===== config.mk =====
export PLATFORM = sky130hd
export DESIGN_NAME = led_flash_fade_sequencer
export DESIGN_NICKNAME = d
export VERILOG_FILES = /design/src/rtl/core/lffs_pkg.sv /design/src/rtl/core/lffs_div.sv /design/src/rtl/core/lffs_datapath.sv /design/src/rtl/core/lffs_ctrl.sv /design/src/rtl/core/led_flash_fade_sequencer.sv
export SDC_FILE = /design/constraint.sdc
export NUM_CORES = 1
export LEC_CHECK = 0
export BUFFER_PORTS_ARGS = -buffer_cell sky130_fd_sc_hd__buf_2
export CORE_ASPECT_RATIO = 0.7
export CORE_MARGIN = 5
export CORE_UTILIZATION = 60
export DETAILED_ROUTE_END_ITERATION = 10
export MAX_ROUTING_LAYER = met4
export PLACE_DENSITY = 0.78
export SETUP_SLACK_MARGIN = 0.4
export SLEW_MARGIN = 20
export SYNTH_ARGS = -nofsm -noshare
export SYNTH_HDL_FRONTEND = slang
export SYNTH_SLANG_ARGS = --single-unit
export TNS_END_PERCENT = 5

===== constraint.sdc =====
create_clock -name clock -period 19.4 [get_ports clock]
set_input_delay 2.91 -clock clock [delete_from_list [all_inputs] [get_ports clock]]
set_output_delay 2.91 -clock clock [all_outputs]
set_load 0.005 [all_outputs]

===== src/rtl/core/lffs_pkg.sv =====
`default_nettype none

package lffs_pkg;

   localparam int TIME_BITS  = 32;
   localparam int VALUE_BITS = 8;

   localparam int FULL_VALUE = (1 << VALUE_BITS) - 1;
   localparam int BASE_VALUE = (FULL_VALUE * 2 + 5) / 10;

   // divisor holds 2 * fade_time_ms or fade_time_ms, 17 bits
   localparam int DVS_W  = 17;
   localparam int PROD_W = VALUE_BITS + DVS_W;
   localparam int DIV_W  = (TIME_BITS > PROD_W) ? TIME_BITS : PROD_W;
   localparam int CNT_W  = $clog2(DIV_W + 1);

   localparam logic [15:0] HUE_RESET    = 16'd0;
   localparam logic [15:0] FADE_RESET   = 16'd850;
   localparam logic [15:0] WAIT_RESET   = 16'd550;
   localparam logic [7:0]  REPEAT_RESET = 8'd3;

   typedef enum logic [1:0] {
      PH_IDLE = 2'd0,
      PH_WAIT = 2'd1,
      PH_FOUT = 2'd2,
      PH_FIN  = 2'd3
   } phase_type;

   typedef enum logic [1:0] {
      CFG_HUE    = 2'd0,
      CFG_FADE   = 2'd1,
      CFG_WAIT   = 2'd2,
      CFG_REPEAT = 2'd3
   } cfg_index_type;

   typedef enum logic {
      DIV_TIMING = 1'b0,
      DIV_FADE   = 1'b1
   } div_sel_type;

   typedef struct packed {
      logic        start_pulse;
      logic        stop_pulse;
      logic [15:0] delta_ms;
   } req_type;

   typedef struct packed {
      logic [1:0]  phase_code;
      logic        color_valid;
      logic [15:0] hue_out;
      logic [7:0]  brightness;
      logic        sequence_done;
      logic [15:0] cycle_index;
   } rsp_type;

   typedef struct packed {
      logic        capture;
      logic        step_time;
      logic        div_start;
      div_sel_type div_sel;
      logic        eval;
      logic        load_out;
   } cmd_type;

   typedef struct packed {
      logic enabled;
      logic fade_active;
      logic div_done;
   } status_type;

endpackage

`default_nettype wire


===== src/rtl/core/lffs_div.sv =====
`default_nettype none

module lffs_div (
   input  wire logic                       clock,
   input  wire logic                       reset,
   input  wire logic                       start,
   input  wire logic [lffs_pkg::DIV_W-1:0] dividend,
   input  wire logic [lffs_pkg::DVS_W-1:0] divisor,
   output logic                            done,
   output logic [lffs_pkg::DIV_W-1:0]      quotient,
   output logic [lffs_pkg::DVS_W-1:0]      remainder
);
   import lffs_pkg::*;

   logic             busy_ff;
   logic             done_ff;
   logic [CNT_W-1:0] count_ff;
   logic [DIV_W-1:0] quo_ff;
   logic [DVS_W-1:0] rem_ff;
   logic [DVS_W-1:0] dvs_ff;

   logic [DVS_W:0]   rem_shift;
   logic [DVS_W:0]   trial;
   logic             fits;

   // restoring division, one quotient bit per cycle
   assign rem_shift = {rem_ff, quo_ff[DIV_W-1]};
   assign trial     = rem_shift - {1'b0, dvs_ff};
   assign fits      = rem_shift >= {1'b0, dvs_ff};

   always_ff @(posedge clock) begin
      if (reset) begin
         busy_ff  <= 1'b0;
         done_ff  <= 1'b0;
         count_ff <= '0;
      end else begin
         done_ff <= 1'b0;
         if (start) begin
            busy_ff  <= 1'b1;
            count_ff <= '0;
         end else if (busy_ff) begin
            count_ff <= count_ff + 1'b1;
            if (count_ff == CNT_W'(DIV_W - 1)) begin
               busy_ff <= 1'b0;
               done_ff <= 1'b1;
            end
         end
      end
   end

   always_ff @(posedge clock) begin
      if (start) begin
         quo_ff <= dividend;
         rem_ff <= '0;
         dvs_ff <= divisor;
      end else if (busy_ff) begin
         if (fits) begin
            rem_ff <= trial[DVS_W-1:0];
         end else begin
            rem_ff <= rem_shift[DVS_W-1:0];
         end
         quo_ff <= {quo_ff[DIV_W-2:0], fits};
      end
   end

   assign done      = done_ff;
   assign quotient  = quo_ff;
   assign remainder = rem_ff;

endmodule

`default_nettype wire


===== src/rtl/core/lffs_datapath.sv =====
`default_nettype none

module lffs_datapath (
   input  wire logic                 clock,
   input  wire logic                 reset,
   input  wire lffs_pkg::cmd_type    cmd,
   output lffs_pkg::status_type      status,
   input  wire lffs_pkg::req_type    req_word,
   output lffs_pkg::rsp_type         rsp_word,
   input  wire logic                 csr_write,
   input  wire logic [1:0]           csr_index,
   input  wire logic [15:0]          csr_data
);
   import lffs_pkg::*;

   // configuration
   logic [15:0] hue_ff;
   logic [15:0] fade_ff;
   logic [15:0] wait_ff;
   logic [7:0]  repeat_ff;

   // sequencer state
   logic                 latch_ff;
   phase_type            phase_ff;
   logic [TIME_BITS-1:0] elapsed_ff;
   logic [15:0]          iter_ff;
   logic                 done_ff;
   logic                 neg_ff;

   req_type in_ff;
   rsp_type rsp_ff;

   logic                 div_done;
   logic [DIV_W-1:0]     div_quo;
   logic [DVS_W-1:0]     div_rem;
   logic [DIV_W-1:0]     div_dividend;
   logic [DVS_W-1:0]     div_divisor;

   logic [15:0]          fade_eff;
   logic [DVS_W-1:0]     fade_x;
   logic [DVS_W-1:0]     period;
   logic                 latch_next;
   logic [TIME_BITS:0]   time_sum;
   logic [TIME_BITS-1:0] elapsed_new;
   logic [TIME_BITS-1:0] wait_x;
   logic                 reached;
   logic [TIME_BITS-1:0] diff;
   logic                 prog_ge;
   logic                 iter_ge;
   logic [15:0]          iter_sat;
   phase_type            phase_next;
   logic                 latch_eval;
   logic                 done_eval;

   logic [DVS_W-1:0]     term_a;
   logic [DVS_W-1:0]     term_b;
   logic                 neg;
   logic [DVS_W-1:0]     mag;
   logic [PROD_W-1:0]    prod;
   logic [PROD_W-1:0]    bias;

   logic [VALUE_BITS:0]   q_val;
   logic [VALUE_BITS:0]   pos_sum;
   logic [VALUE_BITS-1:0] fade_val;
   logic [VALUE_BITS-1:0] value;
   logic [VALUE_BITS+7:0] value_ext;
   logic                  color_on;

   assign fade_eff = (fade_ff == 16'd0) ? 16'd1 : fade_ff;
   assign fade_x   = {1'b0, fade_eff};
   assign period   = {fade_eff, 1'b0};

   assign latch_next = (latch_ff | in_ff.start_pulse) & ~in_ff.stop_pulse;

   assign time_sum = {1'b0, elapsed_ff} + (TIME_BITS + 1)'(in_ff.delta_ms);
   always_comb begin
      if (phase_ff == PH_IDLE) begin
         elapsed_new = '0;
      end else if (time_sum[TIME_BITS]) begin
         elapsed_new = '1;
      end else begin
         elapsed_new = time_sum[TIME_BITS-1:0];
      end
   end

   assign wait_x  = TIME_BITS'(wait_ff);
   assign reached = elapsed_ff >= wait_x;
   // before the wait ends phase and iteration count as zero
   assign diff    = reached ? (elapsed_ff - wait_x) : '0;

   assign prog_ge  = div_rem >= fade_x;
   assign iter_ge  = div_quo >= DIV_W'(repeat_ff);
   assign iter_sat = (|div_quo[DIV_W-1:16]) ? 16'hFFFF : div_quo[15:0];

   always_comb begin
      phase_next = phase_ff;
      latch_eval = latch_ff;
      done_eval  = 1'b0;
      unique case (phase_ff)
         PH_IDLE, PH_WAIT: begin
            phase_next = reached ? PH_FOUT : PH_WAIT;
         end
         PH_FOUT: begin
            if (prog_ge) begin
               if (iter_ge) begin
                  latch_eval = 1'b0;
                  phase_next = PH_IDLE;
                  done_eval  = 1'b1;
               end else begin
                  phase_next = PH_FIN;
               end
            end
         end
         PH_FIN: begin
            if (!prog_ge) begin
               phase_next = PH_FOUT;
            end
         end
      endcase
   end

   // fade-out uses fade - phase, fade-in phase - fade; negative rounds away from zero
   assign term_a = (phase_ff == PH_FIN) ? div_rem : fade_x;
   assign term_b = (phase_ff == PH_FIN) ? fade_x : div_rem;
   assign neg    = term_a < term_b;
   assign mag    = neg ? (term_b - term_a) : (term_a - term_b);
   assign prod   = PROD_W'({mag, {VALUE_BITS{1'b0}}}) - PROD_W'(mag);
   assign bias   = neg ? PROD_W'(fade_x - 1'b1) : '0;

   always_comb begin
      if (cmd.div_sel == DIV_FADE) begin
         div_dividend = DIV_W'(prod + bias);
         div_divisor  = fade_x;
      end else begin
         div_dividend = DIV_W'(diff);
         div_divisor  = period;
      end
   end

   lffs_div u_div (
      .clock     (clock),
      .reset     (reset),
      .start     (cmd.div_start),
      .dividend  (div_dividend),
      .divisor   (div_divisor),
      .done      (div_done),
      .quotient  (div_quo),
      .remainder (div_rem)
   );

   // quotient of the fade division never exceeds the full value
   assign q_val   = div_quo[VALUE_BITS:0];
   assign pos_sum = (VALUE_BITS + 1)'(BASE_VALUE) + q_val;
   always_comb begin
      if (neg_ff) begin
         if ((VALUE_BITS + 1)'(BASE_VALUE) >= q_val) begin
            fade_val = VALUE_BITS'((VALUE_BITS + 1)'(BASE_VALUE) - q_val);
         end else begin
            fade_val = '0;
         end
      end else if (pos_sum > (VALUE_BITS + 1)'(FULL_VALUE)) begin
         fade_val = VALUE_BITS'(FULL_VALUE);
      end else begin
         fade_val = pos_sum[VALUE_BITS-1:0];
      end
   end

   always_comb begin
      unique case (phase_ff)
         PH_IDLE:          value = '0;
         PH_WAIT:          value = VALUE_BITS'(FULL_VALUE);
         PH_FOUT, PH_FIN:  value = fade_val;
      endcase
   end

   assign value_ext = (VALUE_BITS + 8)'(value);
   assign color_on  = phase_ff != PH_IDLE;

   always_ff @(posedge clock) begin
      if (reset) begin
         hue_ff     <= HUE_RESET;
         fade_ff    <= FADE_RESET;
         wait_ff    <= WAIT_RESET;
         repeat_ff  <= REPEAT_RESET;
         latch_ff   <= 1'b0;
         phase_ff   <= PH_IDLE;
         elapsed_ff <= '0;
         iter_ff    <= '0;
         done_ff    <= 1'b0;
      end else begin
         if (csr_write) begin
            unique case (csr_index)
               CFG_HUE:    hue_ff    <= csr_data;
               CFG_FADE:   fade_ff   <= csr_data;
               CFG_WAIT:   wait_ff   <= csr_data;
               CFG_REPEAT: repeat_ff <= csr_data[7:0];
            endcase
         end
         if (cmd.step_time) begin
            latch_ff <= latch_next;
            done_ff  <= 1'b0;
            if (latch_next) begin
               elapsed_ff <= elapsed_new;
            end else begin
               phase_ff <= PH_IDLE;
            end
         end
         if (cmd.eval) begin
            phase_ff <= phase_next;
            latch_ff <= latch_eval;
            done_ff  <= done_eval;
            iter_ff  <= iter_sat;
         end
      end
   end

   always_ff @(posedge clock) begin
      if (cmd.capture) begin
         in_ff <= req_word;
      end
      if (cmd.div_start && cmd.div_sel == DIV_FADE) begin
         neg_ff <= neg;
      end
      if (cmd.load_out) begin
         rsp_ff.phase_code    <= phase_ff;
         rsp_ff.color_valid   <= color_on;
         rsp_ff.hue_out       <= color_on ? hue_ff : 16'd0;
         rsp_ff.brightness    <= value_ext[7:0];
         rsp_ff.sequence_done <= done_ff;
         rsp_ff.cycle_index   <= iter_ff;
      end
   end

   assign status.enabled     = latch_next;
   assign status.fade_active = (phase_ff == PH_FOUT) || (phase_ff == PH_FIN);
   assign status.div_done    = div_done;
   assign rsp_word           = rsp_ff;

endmodule

`default_nettype wire


===== src/rtl/core/lffs_ctrl.sv =====
`default_nettype none

module lffs_ctrl (
   input  wire logic                 clock,
   input  wire logic                 reset,
   input  wire logic                 req_valid,
   output logic                      req_stall,
   output logic                      rsp_valid,
   input  wire logic                 rsp_stall,
   output lffs_pkg::cmd_type         cmd,
   input  wire lffs_pkg::status_type status
);
   import lffs_pkg::*;

   typedef enum logic [2:0] {
      S_IDLE,
      S_TIME,
      S_START1,
      S_DIV1,
      S_EVAL,
      S_FADE,
      S_DIV2,
      S_OUT
   } state_type;

   state_type state_ff;
   state_type state_in;
   logic      rsp_valid_ff;
   logic      rsp_valid_in;
   logic      out_free;

   assign out_free = !rsp_valid_ff || !rsp_stall;

   always_comb begin
      state_in     = state_ff;
      cmd          = '0;
      cmd.div_sel  = DIV_TIMING;
      rsp_valid_in = rsp_valid_ff && rsp_stall;
      unique case (state_ff)
         S_IDLE: begin
            if (req_valid) begin
               cmd.capture = 1'b1;
               state_in    = S_TIME;
            end
         end
         S_TIME: begin
            cmd.step_time = 1'b1;
            state_in      = status.enabled ? S_START1 : S_OUT;
         end
         S_START1: begin
            cmd.div_start = 1'b1;
            state_in      = S_DIV1;
         end
         S_DIV1: begin
            if (status.div_done) begin
               state_in = S_EVAL;
            end
         end
         S_EVAL: begin
            cmd.eval = 1'b1;
            state_in = S_FADE;
         end
         S_FADE: begin
            cmd.div_sel = DIV_FADE;
            if (status.fade_active) begin
               cmd.div_start = 1'b1;
               state_in      = S_DIV2;
            end else begin
               state_in = S_OUT;
            end
         end
         S_DIV2: begin
            cmd.div_sel = DIV_FADE;
            if (status.div_done) begin
               state_in = S_OUT;
            end
         end
         S_OUT: begin
            cmd.div_sel = DIV_FADE;
            if (out_free) begin
               cmd.load_out = 1'b1;
               rsp_valid_in = 1'b1;
               state_in     = S_IDLE;
            end
         end
         default: state_in = S_IDLE;
      endcase
   end

   always_ff @(posedge clock) begin
      if (reset) begin
         state_ff     <= S_IDLE;
         rsp_valid_ff <= 1'b0;
      end else begin
         state_ff     <= state_in;
         rsp_valid_ff <= rsp_valid_in;
      end
   end

   assign req_stall = state_ff != S_IDLE;
   assign rsp_valid = rsp_valid_ff;

endmodule

`default_nettype wire


===== src/rtl/core/led_flash_fade_sequencer.sv =====
`default_nettype none
// Steps: capture, time step, timing division, evaluation, fade division, output load;
// no fade division in wait or finished sequence; a disabled frame skips both divisions.
// One radix-2 divider is shared by the timing division and the brightness division.
// A new word is taken only in idle, once the last result is in the output register;
// a finished result waits there while the next word is worked on.
// Reset (synchronous, active high) restores configuration defaults, idle state,
// zero elapsed time and iteration count; no clearing pass.
module led_flash_fade_sequencer (
   input  wire logic              clock,
   input  wire logic              reset,
   input  wire logic              req_valid,
   output logic                   req_stall,
   input  wire lffs_pkg::req_type req_word,
   output logic                   rsp_valid,
   input  wire logic              rsp_stall,
   output lffs_pkg::rsp_type      rsp_word,
   input  wire logic              csr_valid,
   output logic                   csr_ready,
   input  wire logic [1:0]        csr_index,
   input  wire logic [15:0]       csr_data
);
   import lffs_pkg::*;

   cmd_type    cmd;
   status_type status;

   assign csr_ready = 1'b1;

   lffs_ctrl u_ctrl (
      .clock     (clock),
      .reset     (reset),
      .req_valid (req_valid),
      .req_stall (req_stall),
      .rsp_valid (rsp_valid),
      .rsp_stall (rsp_stall),
      .cmd       (cmd),
      .status    (status)
   );

   lffs_datapath u_datapath (
      .clock     (clock),
      .reset     (reset),
      .cmd       (cmd),
      .status    (status),
      .req_word  (req_word),
      .rsp_word  (rsp_word),
      .csr_write (csr_valid && csr_ready),
      .csr_index (csr_index),
      .csr_data  (csr_data)
   );

endmodule

`default_nettype wire


==> results.md <==
* Hold Vio Cnt, Final at 0
* Final setup TNS at 0 ps
* IO Pins at 88
* CTS sink cnt at 249
* Slew @ Worst Pin at 1100 ps
* #FFs+latches synth at 249
* Area leader, netlist: edfxtp_1
* TritonRoute pass-1 iters at 6
* Core box area at 0.0289 mm²
* Critical path arrival at 8970 ps
* Leakage at 8.09 nW
* PnR Total Power at 3.87 mW
* Final Core Density at 66.6%
* Synth top area cells: edfxtp_1 19%, dfxtp_1 16%, ha_1 10%, nand2_1 5.7%, a21oi_1 5.2%
* Setup WS post-layout at 10710 ps
* Vias in the first global route at 14883
* Antenna-violating nets left at 0
* Final slew viol count at 0
* Pwr/cell area at 201 mW/mm²
* Post-synth EDFFs at 112
* Delay-heaviest family, CP: compound AO/OA/AOI/OAI gates
* Post-synth cell types at 90
* DP Wirelength at 42900 µm
* Placed Instance Area at 0.0183 mm²
* Final #Nets at 2327
* Post-CTS Setup Inserts at 0
* Post-route cell area at 0.0192 mm²
* PortBufs at 86
* Avg WL per Cell at 22.0 µm
* Gr usage total at 33.7%
* Worst path max stage delay at 770 ps
* Period utilisation layout at 44.8%
* CP Class: flip-flop to flip-flop
* Status: finished clean
* DRT iter0 DRCs at 1843
* Remaining DRCs at 0
* RSZ-0062 raised after global routing: false
* First-pass GRT wire length at 86600 µm
* MaxCap Viol Count at 0
* Post-Syn Area at 0.0176 mm²
* Reg clk slew, reported paths at 60 ps
* Hold Path Class: flip-flop to flip-flop
* Row count at 52
* Avg Inst Size Synth at 8.36 µm²
* Overflow after GRT at 0
* GP Congestion at 1.02
* Initial antenna violation count at 0
* YS warnings at 0
* Synth-to-Final Area Change at 9.35%
* Detailed-route via count at 16189
* Pre-CTS setup slack at 10920 ps
* FFs w/ async S/R, synth at 0%
* Worst-Skew Late Latency at 550 ps
* Post-synth top flop: dfxtp_1
* Die height at 153 µm
* Share of cells above drive strength 1 at 9.10%
* Post-synth top area share at 19.1%
* Slew headroom at 26.5%
* Initial Utilization at 60.9%
* Buf+Inv Stages, Crit Path at 3
* Synthesized instance count at 2103
* Routed wire length at 55600 µm
* FMAX at 115 MHz
* Post-cts sizing count at 0
* Minimum clock period at 8690 ps
* Root Buffer: clkbuf_16
* Antenna diodes at 0
* Worst setup SP type: flip-flop
* Commonest non-fill, non-tap cell in the layout: nand2_1
* Cts hold-fix bufs at 0
* Die area at 0.0329 mm²
* Syn nets at 2296
* Final setup violation count at 0
* Vias per inst at 6.39
* Worst Clk Skew at 10.0 ps
* Num CTS Buffers at 26
* CP endpoint kind: flip-flop
* Die Wd at 215 µm
* Largest net degree at the start of global routing at 68
* CTS tree: built
* H-tree lvl count at 1
* CP max FO at 48
* Worst-case clock buffer depth at 3
* Max VDD drop at 171 µV
* Register area share after synthesis at 34.7%
* Critical path required time at 19680 ps
* Slowest cell on crit path: dfxtp_1
* Most frequent cells in the layout: 269 x nand2_1, 181 x a21oi_1, 151 x inv_1
-- registers in the layout, indices dropped and copies added, names as in the netlist --
register	count
u_datapath.iter_ff	16
u_datapath.u_div.done	1
u_datapath.phase_ff	2
u_datapath.repeat_ff	8
u_datapath.u_div.dvs_ff	17
u_datapath.elapsed_ff	32
u_datapath.u_div.quotient	32
u_ctrl.state_ff	3
u_ctrl.rsp_valid	1
u_datapath.hue_ff	16
u_datapath.neg_ff	1
u_datapath.in_ff	18
u_datapath.u_div.remainder	17
u_datapath.done_ff	1
u_datapath.u_div.count_ff	6
u_datapath.wait_ff	16
u_datapath.latch_ff	1
u_datapath.fade_ff	16
u_datapath.u_div.busy_ff	1
u_datapath.rsp_word	44
-- synthesized netlist by cell type (5+ instances only) --
cell and count:
nand2_1 269, a21oi_1 183, inv_1 151, nor2_1 149
ha_1 146, dfxtp_1 137, o21ai_0 134, edfxtp_1 112
xnor2_1 89, clkbuf_1 88, nor3_1 77, a21o_1 41
mux2i_1 40, nand3_1 32, xor2_1 31, nor2b_1 29
and2_1 27, a31oi_1 25, nand2b_1 25, nor4_1 19
o21bai_1 18, a211oi_1 15, a21boi_0 15, nand4_1 15
o21a_1 14, or2_2 14, a221oi_1 12, and3_1 12
o2111ai_1 12, nand3b_1 11, o211ai_1 10, buf_1 9
or3_1 9, o31ai_1 8, o221ai_1 7, a311oi_1 6
fa_1 6, nor3b_1 6, a2111oi_0 5, a22oi_1 5
o22ai_1 5
-- per-stage QoR --
stage	std cells	hold WS, ps
after floorplan	2103	406
after global placement	2484	412
after detailed placement	2484	422
after CTS	2532	438
after global routing	2532	453
final	2532	436
-- cell type report --
cell class              instances  area (µm²)
multi-input cells            1600       10500
fillers                      2402        9650
repair buffers                105         573
well taps                     378         473
clock buffers                  33         749
inverters                     152         571
clock inverters                15         214
flip-flops and latches        249        6110
-- cells by family after synthesis --
kind of cell             after synthesis  share of synthesized area [%]
AO/OA/AOI/OAI                        568                           20.6
XOR/XNOR                             123                           6.25
adder cells (fa/ha/maj)              152                           11.1
buffers and inverters                254                           5.54
flip-flops                           249                           34.7
multiplexers                          44                           2.60
other                                  1                         0.0213
AND/OR/NAND/NOR                      712                           19.2
-- layer usage --
layer / global-route usage (%) / part of all wire, % / vias up / wire length [µm]
li1: - / - / 7552 / -
met1: 53.1 / 48 / 7664 / 26600
met2: 43.8 / 38 / 884 / 21000
met3: 8.20 / 13 / 89 / 7000
met4: 5.64 / 1.7 / 0 / 935
met5: - / 0 / - / 0
-- where the power goes --
| part | leakage (nW) | internal [mW] | switching (mW) | total (mW) |
|---|---|---|---|---|
| combinational | 5.50 | 0.990 | 1.52 | 2.51 |
| sequential | 2.13 | 0.666 | 0.124 | 0.790 |
| clock | 0.457 | 0.340 | 0.224 | 0.564 |
| total | 8.09 | 2.00 | 1.87 | 3.87 |
-- path summary, 6_finish.rpt --
check | startpoint | cells past startpoint | slack, ps | endpoint
max | u_datapath.phase_ff[1]$_SDFFE_PP0P_ | 31 | 10710 | u_datapath.u_div.quotient[25]$_DFFE_PP_
min | u_datapath.iter_ff[1]$_SDFFE_PP0P_ | 0 | 440 | u_datapath.rsp_word[1]$_DFFE_PP_
max reg2reg | u_datapath.phase_ff[1]$_SDFFE_PP0P_ | 31 | 10710 | u_datapath.u_div.quotient[25]$_DFFE_PP_
min reg2reg | u_datapath.iter_ff[1]$_SDFFE_PP0P_ | 0 | 440 | u_datapath.rsp_word[1]$_DFFE_PP_
Note: power is estimated with default switching activity, not from simulation.
